**src/rtl/core/lrup_pkg.sv**
```systemverilog
// Shared types and constants for the LRU page replacement block.
// Used by the channel interfaces, the page RAM and the top level.
`default_nettype none

package lrup_pkg;

  // payload widths of the channels
  localparam int unsigned PAGE_W  = 16;
  localparam int unsigned SLOT_W  = 4;
  localparam int unsigned FAULT_W = 16;
  localparam int unsigned CFG_W   = 5;

  // default frame count and reset value of the active frame register
  localparam int unsigned   LRUP_FRAMES_DFLT = 16;
  localparam logic [CFG_W-1:0]   ACTIVE_RESET = CFG_W'(4);
  localparam logic [FAULT_W-1:0] FAULT_MAX    = '1;

  typedef enum logic [1:0] {
    ST_IDLE,
    ST_SCAN,
    ST_UPDATE
  } lrup_state_e;

endpackage

`default_nettype wire

```
**src/rtl/core/lrup_if.sv**
```systemverilog
// Valid/ready channel interfaces: page references in, results out, config writes.
// Depends on lrup_pkg for the payload widths.
`default_nettype none

interface lrup_in_if import lrup_pkg::*; ();
  logic              valid;
  logic              ready;
  logic [PAGE_W-1:0] page;
  logic              last;

  modport source (output valid, output page, output last, input ready);
  modport sink   (input valid, input page, input last, output ready);
endinterface

interface lrup_out_if import lrup_pkg::*; ();
  logic               valid;
  logic               ready;
  logic               hit;
  logic [SLOT_W-1:0]  slot;
  logic [FAULT_W-1:0] fault_count;
  logic               end_of_string;

  modport source (output valid, output hit, output slot, output fault_count,
                  output end_of_string, input ready);
  modport sink   (input valid, input hit, input slot, input fault_count,
                  input end_of_string, output ready);
endinterface

interface lrup_cfg_if import lrup_pkg::*; ();
  logic             valid;
  logic             ready;
  logic [CFG_W-1:0] active_frames;

  modport source (output valid, output active_frames, input ready);
  modport sink   (input valid, input active_frames, output ready);
endinterface

`default_nettype wire

```
**src/rtl/core/lru_page_replacement.sv**
```systemverilog
// LRU page replacement over FRAMES page frames, of which active_frames (clamped to
// 1..FRAMES) take part. A reference is accepted, then the page RAM streams the active
// entries past the comparator (one read a cycle, registered read data), then the
// update state sets the ranks and, on a miss, writes the page in. A stalled result
// holds the update state. A config write restarts the string: frames empty, fault
// count zero. Depends on lrup_pkg, lrup_if, lrup_page_ram.
`default_nettype none

module lru_page_replacement import lrup_pkg::*; #(
  parameter int unsigned FRAMES = LRUP_FRAMES_DFLT
) (
  input wire logic  clk_i,
  input wire logic  rst_ni,
  lrup_in_if.sink   in_i,
  lrup_out_if.source out_o,
  lrup_cfg_if.sink  cfg_i
);

  localparam int unsigned IW   = (FRAMES > 1) ? $clog2(FRAMES) : 1;
  localparam int unsigned RW   = IW;
  localparam int unsigned CW   = $clog2(FRAMES + 1);
  localparam int unsigned CMPW = ((CW > CFG_W) ? CW : CFG_W) + 1;
  localparam logic [RW-1:0] RANK_TOP = RW'(FRAMES - 1);

  lrup_state_e state_q, state_d;

  logic [CFG_W-1:0]   active_q, active_d;
  logic [CW-1:0]      n_q, n_d, n_act;
  logic [CW-1:0]      cnt_q, cnt_d;
  logic               chk_vld_q, chk_vld_d;
  logic [IW-1:0]      chk_idx_q, chk_idx_d;
  logic [PAGE_W-1:0]  page_q, page_d;
  logic               last_q, last_d;

  logic               hit_q, hit_d;
  logic [IW-1:0]      hit_idx_q, hit_idx_d;
  logic [RW-1:0]      hit_rank_q, hit_rank_d;
  logic               empty_q, empty_d;
  logic [IW-1:0]      empty_idx_q, empty_idx_d;
  logic [RW-1:0]      max_rank_q, max_rank_d;
  logic [IW-1:0]      max_idx_q, max_idx_d;

  logic [FRAMES-1:0]  valid_q, valid_d;
  logic [RW-1:0]      rank_q [FRAMES];
  logic [RW-1:0]      rank_d [FRAMES];
  logic [FAULT_W-1:0] fault_q, fault_d, fault_nxt;

  logic               out_valid_q, out_valid_d;
  logic               out_hit_q, out_hit_d;
  logic [SLOT_W-1:0]  out_slot_q, out_slot_d;
  logic [FAULT_W-1:0] out_fault_q, out_fault_d;
  logic               out_eos_q, out_eos_d;

  logic               out_free;
  logic [IW-1:0]      slot_sel;
  logic [IW-1:0]      rd_addr;
  logic               ram_we;
  logic [PAGE_W-1:0]  rdata;
  logic [CMPW-1:0]    act_ext;
  logic [FRAMES-1:0]  act_mask;

  lrup_page_ram #(
    .DEPTH (FRAMES),
    .AW    (IW)
  ) u_page_ram (
    .clk_i   (clk_i),
    .we_i    (ram_we),
    .waddr_i (slot_sel),
    .wdata_i (page_q),
    .raddr_i (rd_addr),
    .rdata_o (rdata)
  );

  // clamp the configured count into 1..FRAMES
  always_comb begin
    act_ext = CMPW'(active_q);
    if (act_ext == '0) begin
      n_act = CW'(1);
    end else if (act_ext > CMPW'(FRAMES)) begin
      n_act = CW'(FRAMES);
    end else begin
      n_act = CW'(act_ext);
    end
    for (int j = 0; j < FRAMES; j++) begin
      act_mask[j] = (CMPW'(j) < CMPW'(n_act));
    end
  end

  assign out_free = !out_valid_q || out_o.ready;
  assign slot_sel = hit_q ? hit_idx_q : (empty_q ? empty_idx_q : max_idx_q);
  assign rd_addr  = cnt_q[IW-1:0];
  assign cfg_i.ready = 1'b1;

  always_comb begin
    state_d     = state_q;
    active_d    = active_q;
    n_d         = n_q;
    cnt_d       = cnt_q;
    chk_vld_d   = 1'b0;
    chk_idx_d   = cnt_q[IW-1:0];
    page_d      = page_q;
    last_d      = last_q;
    hit_d       = hit_q;
    hit_idx_d   = hit_idx_q;
    hit_rank_d  = hit_rank_q;
    empty_d     = empty_q;
    empty_idx_d = empty_idx_q;
    max_rank_d  = max_rank_q;
    max_idx_d   = max_idx_q;
    valid_d     = valid_q;
    rank_d      = rank_q;
    fault_d     = fault_q;
    out_valid_d = out_valid_q && !out_o.ready;
    out_hit_d   = out_hit_q;
    out_slot_d  = out_slot_q;
    out_fault_d = out_fault_q;
    out_eos_d   = out_eos_q;
    ram_we      = 1'b0;
    in_i.ready  = 1'b0;
    fault_nxt   = fault_q;

    // compare stage: entry chk_idx_q has its page on the RAM output
    if (chk_vld_q) begin
      if (valid_q[chk_idx_q] && rdata == page_q && !hit_q) begin
        hit_d      = 1'b1;
        hit_idx_d  = chk_idx_q;
        hit_rank_d = rank_q[chk_idx_q];
      end
      if (!valid_q[chk_idx_q] && !empty_q) begin
        empty_d     = 1'b1;
        empty_idx_d = chk_idx_q;
      end
      // oldest frame, lowest index on a tie
      if (rank_q[chk_idx_q] > max_rank_q) begin
        max_rank_d = rank_q[chk_idx_q];
        max_idx_d  = chk_idx_q;
      end
    end

    unique case (state_q)
      ST_IDLE: begin
        in_i.ready = 1'b1;
        if (in_i.valid) begin
          state_d    = ST_SCAN;
          cnt_d      = '0;
          n_d        = n_act;
          page_d     = in_i.page;
          last_d     = in_i.last;
          hit_d      = 1'b0;
          empty_d    = 1'b0;
          max_rank_d = '0;
          max_idx_d  = '0;
        end
      end
      ST_SCAN: begin
        if (cnt_q == n_q) begin
          state_d = ST_UPDATE;
        end else begin
          chk_vld_d = 1'b1;
          cnt_d     = CW'(cnt_q + 1'b1);
        end
      end
      ST_UPDATE: begin
        if (out_free) begin
          state_d = ST_IDLE;
          for (int j = 0; j < FRAMES; j++) begin
            if (IW'(j) == slot_sel) begin
              rank_d[j] = '0;
            end else if (valid_q[j] && (!hit_q || rank_q[j] < hit_rank_q) &&
                         rank_q[j] < RANK_TOP) begin
              rank_d[j] = RW'(rank_q[j] + 1'b1);
            end
          end
          if (!hit_q) begin
            ram_we            = 1'b1;
            valid_d[slot_sel] = 1'b1;
            if (fault_q != FAULT_MAX) begin
              fault_nxt = FAULT_W'(fault_q + 1'b1);
            end
          end
          fault_d     = fault_nxt;
          out_valid_d = 1'b1;
          out_hit_d   = hit_q;
          out_slot_d  = SLOT_W'(slot_sel);
          out_fault_d = fault_nxt;
          out_eos_d   = last_q;
          // end of string: start the next one fresh
          if (last_q) begin
            valid_d = '0;
            rank_d  = '{default: '0};
            fault_d = '0;
          end
        end
      end
      default: begin
        state_d = ST_IDLE;
      end
    endcase

    // a config write restarts the string
    if (cfg_i.valid) begin
      active_d = cfg_i.active_frames;
      valid_d  = '0;
      rank_d   = '{default: '0};
      fault_d  = '0;
    end
  end

  always_ff @(posedge clk_i or negedge rst_ni) begin
    if (!rst_ni) begin
      state_q     <= ST_IDLE;
      active_q    <= ACTIVE_RESET;
      n_q         <= CW'(1);
      cnt_q       <= '0;
      chk_vld_q   <= 1'b0;
      hit_q       <= 1'b0;
      empty_q     <= 1'b0;
      valid_q     <= '0;
      rank_q      <= '{default: '0};
      fault_q     <= '0;
      out_valid_q <= 1'b0;
    end else begin
      state_q     <= state_d;
      active_q    <= active_d;
      n_q         <= n_d;
      cnt_q       <= cnt_d;
      chk_vld_q   <= chk_vld_d;
      hit_q       <= hit_d;
      empty_q     <= empty_d;
      valid_q     <= valid_d;
      rank_q      <= rank_d;
      fault_q     <= fault_d;
      out_valid_q <= out_valid_d;
    end
  end

  always_ff @(posedge clk_i) begin
    chk_idx_q   <= chk_idx_d;
    page_q      <= page_d;
    last_q      <= last_d;
    hit_idx_q   <= hit_idx_d;
    hit_rank_q  <= hit_rank_d;
    empty_idx_q <= empty_idx_d;
    max_rank_q  <= max_rank_d;
    max_idx_q   <= max_idx_d;
    out_hit_q   <= out_hit_d;
    out_slot_q  <= out_slot_d;
    out_fault_q <= out_fault_d;
    out_eos_q   <= out_eos_d;
  end

  assign out_o.valid         = out_valid_q;
  assign out_o.hit           = out_hit_q;
  assign out_o.slot          = out_slot_q;
  assign out_o.fault_count   = out_fault_q;
  assign out_o.end_of_string = out_eos_q;

  // a new result only ever comes out of the update cycle
  a_out_from_update: assert property (@(posedge clk_i) disable iff (!rst_ni)
    $rose(out_valid_q) |-> $past(state_q == ST_UPDATE))
    else $error("result raised outside the update cycle");

  // no frame outside the active window is ever occupied
  a_valid_in_window: assert property (@(posedge clk_i) disable iff (!rst_ni)
    (valid_q & ~act_mask) == '0)
    else $error("occupied frame outside the active window");

  // eviction only happens when every active frame is occupied
  a_evict_full: assert property (@(posedge clk_i) disable iff (!rst_ni)
    (state_q == ST_UPDATE && !hit_q && !empty_q) |-> ((valid_q | ~act_mask) == '1))
    else $error("eviction chosen while an active frame is empty");

endmodule

`default_nettype wire

```
**src/rtl/core/lrup_page_ram.sv**
```systemverilog
// Page number store: one write port, one read port, registered read data.
// Depends on lrup_pkg for the page width.
`default_nettype none

module lrup_page_ram import lrup_pkg::*; #(
  parameter int unsigned DEPTH = LRUP_FRAMES_DFLT,
  parameter int unsigned AW    = (DEPTH > 1) ? $clog2(DEPTH) : 1
) (
  input  wire logic              clk_i,
  input  wire logic              we_i,
  input  wire logic [AW-1:0]     waddr_i,
  input  wire logic [PAGE_W-1:0] wdata_i,
  input  wire logic [AW-1:0]     raddr_i,
  output logic      [PAGE_W-1:0] rdata_o
);

  logic [PAGE_W-1:0] mem [DEPTH];
  logic [PAGE_W-1:0] rdata_q;

  always_ff @(posedge clk_i) begin
    if (we_i) begin
      mem[waddr_i] <= wdata_i;
    end
    rdata_q <= mem[raddr_i];
  end

  assign rdata_o = rdata_q;

endmodule

`default_nettype wire
```
**src/flat_wrapper.sv**
```systemverilog
// flat-port wrapper written by rule: the top's interface ports become plain ports
module lru_page_replacement_flat import lrup_pkg::*;
#(
  parameter int unsigned FRAMES = LRUP_FRAMES_DFLT
)
  (clk_i, rst_ni, in_i_valid, in_i_page, in_i_last, in_i_ready, out_o_valid, out_o_hit, out_o_slot, out_o_fault_count, out_o_end_of_string, out_o_ready, cfg_i_valid, cfg_i_active_frames, cfg_i_ready);
  lrup_in_if in_i_i ();
  lrup_out_if out_o_i ();
  lrup_cfg_if cfg_i_i ();
  input wire logic clk_i;
  input wire logic rst_ni;
  input wire logic [$bits(in_i_i.valid)-1:0] in_i_valid;
  input wire logic [$bits(in_i_i.page)-1:0] in_i_page;
  input wire logic [$bits(in_i_i.last)-1:0] in_i_last;
  output wire logic [$bits(in_i_i.ready)-1:0] in_i_ready;
  output wire logic [$bits(out_o_i.valid)-1:0] out_o_valid;
  output wire logic [$bits(out_o_i.hit)-1:0] out_o_hit;
  output wire logic [$bits(out_o_i.slot)-1:0] out_o_slot;
  output wire logic [$bits(out_o_i.fault_count)-1:0] out_o_fault_count;
  output wire logic [$bits(out_o_i.end_of_string)-1:0] out_o_end_of_string;
  input wire logic [$bits(out_o_i.ready)-1:0] out_o_ready;
  input wire logic [$bits(cfg_i_i.valid)-1:0] cfg_i_valid;
  input wire logic [$bits(cfg_i_i.active_frames)-1:0] cfg_i_active_frames;
  output wire logic [$bits(cfg_i_i.ready)-1:0] cfg_i_ready;
  assign in_i_i.valid = in_i_valid;
  assign in_i_i.page = in_i_page;
  assign in_i_i.last = in_i_last;
  assign in_i_ready = in_i_i.ready;
  assign out_o_valid = out_o_i.valid;
  assign out_o_hit = out_o_i.hit;
  assign out_o_slot = out_o_i.slot;
  assign out_o_fault_count = out_o_i.fault_count;
  assign out_o_end_of_string = out_o_i.end_of_string;
  assign out_o_i.ready = out_o_ready;
  assign cfg_i_i.valid = cfg_i_valid;
  assign cfg_i_i.active_frames = cfg_i_active_frames;
  assign cfg_i_ready = cfg_i_i.ready;
  lru_page_replacement #(.FRAMES(FRAMES)) u_core (.clk_i(clk_i), .rst_ni(rst_ni), .in_i(in_i_i), .out_o(out_o_i), .cfg_i(cfg_i_i));
endmodule
```
**config.mk**
```make
export PLATFORM = sky130hd
export DESIGN_NAME = lru_page_replacement_flat
export DESIGN_NICKNAME = d
export VERILOG_FILES = /design/src/rtl/core/lrup_pkg.sv /design/src/rtl/core/lrup_if.sv /design/src/rtl/core/lru_page_replacement.sv /design/src/rtl/core/lrup_page_ram.sv /design/src/flat_wrapper.sv
export SDC_FILE = /design/constraint.sdc
export NUM_CORES = 1
export LEC_CHECK = 0
export BUFFER_PORTS_ARGS = -buffer_cell sky130_fd_sc_hd__buf_2
export CAP_MARGIN = 15
export CORE_MARGIN = 5
export CORE_UTILIZATION = 40
export DETAILED_ROUTE_END_ITERATION = 6
export HOLD_SLACK_MARGIN = 0.08
export PLACE_DENSITY_LB_ADDON = 0.12
export SLEW_MARGIN = 0
export SYNTH_ARGS = -nofsm -noshare
export SYNTH_HDL_FRONTEND = slang
export SYNTH_HIERARCHICAL = 1
export SYNTH_SLANG_ARGS = --single-unit
```
**constraint.sdc**
```tcl
create_clock -name clk_i -period 4.09 [get_ports clk_i]
set_clock_uncertainty 0.2 [all_clocks]
set_input_delay 0.409 -clock clk_i [delete_from_list [all_inputs] [get_ports clk_i]]
set_output_delay 0.409 -clock clk_i [all_outputs]
set_load 0.01 [all_outputs]
```
Yosys cells after proc, flatten, opt, wreduce, memory -nomap -nowiden
Memories as Yosys holds them, arrays and structs flattened. A register that Yosys moved wholly into a read port is not among the register bits. Index checks and enable logic that the tools add are counted.

Bits in latches: 0. Flip-flop bits (word level): 180. Memory bits (writable): 256. Bits in read-only memories: 0. Word-level logic and storage cells: 318. Output and inout bits: 25. Bits of input ports: 27. Memories kept: 1.

Memories: u_core.u_page_ram.mem (depth 16, bits a word 16, read ports 1, clocked after memory_dff 1, write ports 1, RTL line lrup_page_ram.sv:17) `logic [PAGE_W-1:0] mem [DEPTH];`.

Multiply operators: 0. Multiplexer cells: 91. Div/mod/pow operators: 0. Magnitude comparators: 38. Shifts and indexed selects: 0. Eq/ne operators: 25. Reductions and logical operators: 105. Add/sub/neg operators: 18. Bitwise operators: 2.

Operator list (count): $mux 64 (4); $mux 16 (11); $mux 4 (44); $add 4x1->4 const B (16); $lt 4x4->1 (16); $lt 4x4->1 const B (16); $reduce_bool 4->1 (16); $reduce_and 3->1 (19); $logic_and 1x1->1 (37); $eq 4x4->1 const A (8); $mux 1 (20); $mux 5 (4); $logic_or 1x1->1 (17); $add 16x1->16 const B (1); $bmux 4 s4 (1); $eq 16x16->1 (1); $eq 3x4->1 const A (4); $ne 16x16->1 const B (1); $or 16x16->16 (1); $lt 4x5->1 const B (2); $pmux 5 s2 (1); $reduce_and 2->1 (5); $eq 2x4->1 const A (2); $mux 2 (3); 21 further kinds (29).

Longest topological paths before layout
Depth after elaboration: 12. Gate-level depth with buffers: 15. Gate-level depth less buffers: 12.

Modules after synthesis
Netlist, hierarchy kept.

By module, submodules not included: lru_page_replacement (times used 1, area each 10695.3 µm², seq. area each 4702.0 µm², cells an instance 1049); lrup_page_ram (times used 1, area each 10042.1 µm², seq. area each 8007.7 µm², cells an instance 432).

Worst setup path after synthesis
OpenSTA, ideal clock, no wires.

Path type: reg-to-reg. From: register u_core.hit_q. To: memory u_core.u_page_ram.mem[0][0] (enable). Path slack: 792 ps. Period minus slack after synthesis: 3298 ps. Stages on the path, launching flop included: 7. Arrival time: 2689 ps. Buffers on the path: 3. Cells stage by stage: dfrtp_1 buf_6 buf_6 buf_2 nor2_1 or3b_2 nor3_1.

Word-level cells in the longest chain between the ends: 5. Elaborated cells on any way between the ends: 6.

RTL lines: start: declaration (RTL line lru_page_replacement.sv:35) `logic hit_q, hit_d;`; start signal: assignment (RTL line lru_page_replacement.sv:228) `hit_q <= hit_d;`; $mux 1 (RTL line lru_page_replacement.sv:174) `if (!hit_q) begin`; $mux 1 (RTL line lru_page_replacement.sv:164) `if (out_free) begin`; $mux 1 (RTL line lru_page_replacement.sv:140) `unique case (state_q)`; named net u_core.ram_we (RTL line lru_page_replacement.sv:57) `logic ram_we;`; $mux 1 (RTL line lrup_page_ram.sv:21) `if (we_i) begin`; $mux 1 (not written as such) (RTL line lrup_page_ram.sv:22) `mem[waddr_i] <= wdata_i;`; end: declaration (RTL line lrup_page_ram.sv:17).

The timed path passes the listed nets, and every way through them passes these cells.

Final worst setup path
From: register u_core.chk_idx_q[0]. To: register u_core.max_idx_q[2].

Word-level cells in the longest chain between the ends: 9.

RTL lines: start: declaration (RTL line lru_page_replacement.sv:31) `logic [IW-1:0] chk_idx_q, chk_idx_d;`; start signal: assignment (RTL line lru_page_replacement.sv:238) `chk_idx_q <= chk_idx_d;`; $not 4->5 (not written as such) (*) (RTL line lru_page_replacement.sv:134) `if (rank_q[chk_idx_q] > max_rank_q) begin`; $bmux 4 s4 (*) (RTL line lru_page_replacement.sv:134); $mux 4 (not written as such) (*) (2 in a row) (RTL line lru_page_replacement.sv:134); $gt 4x4->1 (*) (RTL line lru_page_replacement.sv:134); $mux 4 (*) (RTL line lru_page_replacement.sv:134); $mux 4 (*) (RTL line lru_page_replacement.sv:123) `if (chk_vld_q) begin`; $mux 4 (RTL line lru_page_replacement.sv:143) `if (in_i.valid) begin`; $mux 4 (*) (RTL line lru_page_replacement.sv:140); named net u_core.max_idx_d[2] (RTL line lru_page_replacement.sv:41) `logic [IW-1:0] max_idx_q, max_idx_d;`; end signal: assignment (RTL line lru_page_replacement.sv:245) `max_idx_q <= max_idx_d;`; end: declaration (RTL line lru_page_replacement.sv:41).

The timed path passes the listed nets; every way through them passes the cells marked *. The select of a mux whose other input is x is not followed. A chain may end at the register's enable or synchronous reset.

==> metrics.txt <==
result of the run=complete, no violations; worst-margin pin slew=1.169 ns; worst setup slack after layout=0.8537 ns; predominant post-synthesis flop cell=sky130_fd_sc_hd__edfxtp_1; insertion delay to the later sink of the worst-skew pair=0.60 ns; top cell types by occurrence after synthesis=sky130_fd_sc_hd__edfxtp_1, sky130_fd_sc_hd__nand2_1, sky130_fd_sc_hd__dfrtp_1, sky130_fd_sc_hd__nand3_1, sky130_fd_sc_hd__o21ai_0; type of element launching the critical path=flip-flop; unrepaired setup endpoints after global routing=no; cell type contributing the most total cell area after synthesis=sky130_fd_sc_hd__edfxtp_1; Slew Viols, Final=0; Detail Route Antenna Nets=0; Data arrival, critical path=3.50 ns; power per cell area=570.1 nW/um^2; horizontal die dimension=237.7 um; accumulated negative setup slack=0 ns; worst setup slack after placement=0.8457 ns; IR Drop Worst-Case VDD=0.3184 mV; maxcap violations=0; total via count in the routed design=13150; Total GRT Usage=18.80%; Routability Congestion=0.8116; final antenna diode count=0; crit path max fanout=27; critical path type=flip-flop to flip-flop; number of remaining DRC errors=0; initial core utilization=40.42%; share of synthesized registers carrying an async set or reset=25.88%; maximum number of pins on one net before global-route repair=118; Fin. Hold Viols=0; Slew HR=21.74%; Vias per Instance=5.646; number of enable-type register cells in the synthesized netlist=307; Final #Nets=1704; number of clock sinks=452; CTS tree=done; data required time of the critical path=4.36 ns; total wirelength of the detailed-routed design=53600 um; number of levels the H-tree was split into=2; relative area change from synthesis to final layout=15.45%; Core ar.=51300 sq um; register area share after synthesis=61.29%; ordered cell list for the critical path=buf_4 > mux4_1 > mux4_2 > ha_1 > nand4_1 > nand2_1 > a21oi_1 > buf_4 > mux2i_1 > nor2_1; post-route minimum period=3.236 ns; Most common cell on crit path=sky130_fd_sc_hd__buf_4; number of core rows=83; Die Y-Extent=237.7 um; post-cts sizing count=0; delay of the slowest cell on the worst path=0.63 ns; fill count=4595; ratio of cells with drive above 1 in the final layout=19.65%; nature of the critical path endpoint=flip-flop; root cell of the clock tree=sky130_fd_sc_hd__clkbuf_16; fmax=309.0 MHz; Yosys top cell area share=44.46%; remaining global-route overflow=0; first-pass GRT wire length=81650 um; final routed wire length divided by cell count=23.01 um; half-perimeter wire length of the detailed placement result=34220 um; top cells by area, synth=sky130_fd_sc_hd__edfxtp_1, sky130_fd_sc_hd__dfrtp_1, sky130_fd_sc_hd__mux4_2; Hold Path Class=primary input to flip-flop; synthesized netlist net count=1578; router iterations before antenna repair=5; Inserted Clock Buffers=50; Final period util=79.13%; total I/O pin count=52; post-synthesis instance area=20740 sq um; floorplan die area=56500 sq um; Yosys cell types=75; register bit total from synthesis=452; Yosys Warn Count=6; number of antenna violations at the first check in global routing=0; number of setup violations in the final report=0; Clock Path Buffers=3; clock transition time at the flip-flop clock pins of the worst setup and hold paths=0.06 ns; Critical-path top delay cell=sky130_fd_sc_hd__mux4_1; number of global-route vias before repair=13080; final hold slack=0.2407 ns; number of instances in the synthesized netlist=1481; Leakage=0.008879 uW; mean cell area of the mapped netlist=14.00 sq um; most numerous cell in the Yosys netlist=sky130_fd_sc_hd__edfxtp_1; DRT iter0 DRCs=1049; total of buffers placed on input and output ports=50
## cell usage in the layout, fill, tap and decap left out, types with 16 or more instances in the layout
master and instances:
sky130_fd_sc_hd__nor2_1 48, sky130_fd_sc_hd__or4_1 18, sky130_fd_sc_hd__nand4_1 29, sky130_fd_sc_hd__mux4_1 22
sky130_fd_sc_hd__xnor2_1 28, sky130_fd_sc_hd__mux2i_1 19, sky130_fd_sc_hd__inv_1 31, sky130_fd_sc_hd__nand2_1 145
sky130_fd_sc_hd__a21oi_1 60, sky130_fd_sc_hd__dfxtp_1 28, sky130_fd_sc_hd__nand2b_1 19, sky130_fd_sc_hd__o21ai_0 74
sky130_fd_sc_hd__edfxtp_1 307, sky130_fd_sc_hd__dfrtp_1 112, sky130_fd_sc_hd__buf_2 49, sky130_fd_sc_hd__o21ai_1 28
sky130_fd_sc_hd__nor2_2 16, sky130_fd_sc_hd__buf_4 63, sky130_fd_sc_hd__nor2b_1 16, sky130_fd_sc_hd__dlygate4sd3_1 30
sky130_fd_sc_hd__nand3_1 93, sky130_fd_sc_hd__mux4_2 60, sky130_fd_sc_hd__ha_1 70, sky130_fd_sc_hd__clkbuf_16 51
sky130_fd_sc_hd__a22oi_1 34, sky130_fd_sc_hd__a31oi_1 26
## path summary, 6_finish.rpt
path | from | end | slack, ns | cells after the start
worst max-delay path | u_core/chk_idx_q[0] | u_core/max_idx_q[2] | 0.85 | 10
worst min-delay path | cfg_i_valid | u_core/rank_q[15] | 0.24 | 4
worst max register to register | u_core/chk_idx_q[0] | u_core/max_idx_q[2] | 0.85 | 10
worst min register to register | u_core/n_q[0] | u_core/n_q[0] | 0.28 | 2
max in group asynchronous | rst_ni | u_core/cnt_q[0] | 2.88 | 3
min in group asynchronous | rst_ni | u_core/fault_q[5] | 0.29 | 3
## routing by layer
layer	GRT usage, %	part of all wire (%)
met5	0	0
met3	2.425	4.6
met1	26.27	44
met2	31.47	49
met4	4.723	2.0
## logic make-up after synthesis
group / after synthesis / share of synthesized area (%)
other: 1 / 0.01808
xor gates and xnor gates: 38 / 1.605
adders and majority gates: 70 / 4.223
AOI/OAI and AO/OA: 277 / 8.881
DFF: 452 / 61.29
buffers and inverters: 107 / 2.987
muxes: 108 / 10.60
and+or+nand+nor: 428 / 10.40
## state kept, by name (all words and copies together) (netlist names), 2 cells and up
signal,cells
u_core/active_q,5
u_core/chk_idx_q,4
u_core/cnt_q,5
u_core/empty_idx_q,4
u_core/fault_q,16
u_core/hit_idx_q,4
u_core/hit_rank_q,4
u_core/max_idx_q,4
u_core/max_rank_q,4
u_core/n_q,5
u_core/out_o.fault_count,16
u_core/out_o.slot,4
u_core/page_q,16
u_core/rank_q,64
u_core/state_q,2
u_core/u_page_ram/mem,256
u_core/u_page_ram/rdata_o,16
u_core/valid_q,16
## power breakdown
| group | leakage, uW | switching [uW] | internal, uW |
|---|---|---|---|
| logic | 0.00346 | 1850 | 1390 |
| registers | 0.00460 | 517 | 5400 |
| clock network | 0.000816 | 1880 | 2620 |
## worst max-delay path, delay by kind of cell (launching register included)
kind                     cells  cell delay [ns]
AO/OA/AOI/OAI                1             0.12
adder cells (fa/ha/maj)      1             0.32
buffers and inverters        2             0.60
flip-flops                   1             0.30
multiplexers                 3             1.36
AND/OR/NAND/NOR              3             0.19
## stage by stage
stage               util (%)  instance area (sq um)  cells  total power, uW
finish                 46.67                  23940   2329            13650
global route           46.67                  23940   2329            14320
CTS                    46.67                  23940   2329            13840
detailed placement     42.84                  21980   2205             9261
global placement       42.84                  21980   2205             9237
floorplan                  -                  20740   1481             8256
## cell type report
class | instances | area, sq um | share of cell area [%]
multi-input cells | 922 | 7475 | 31.22
clock buffers | 74 | 1463 | 6.110
well taps | 680 | 850.8 | 3.554
inverters | 35 | 136.4 | 0.5697
flip-flops and latches | 452 | 12720 | 53.11
clock inverters | 20 | 201.4 | 0.8414
repair buffers | 146 | 1099 | 4.589
## repair_timing
action	in CTS	in global routing
hold buffers	30	0
hold endpoints to repair	146	0
endpoints found under the setup margin	0	0
buffers inserted	0	0
No activity file was read; power rests on OpenSTA's default activity.
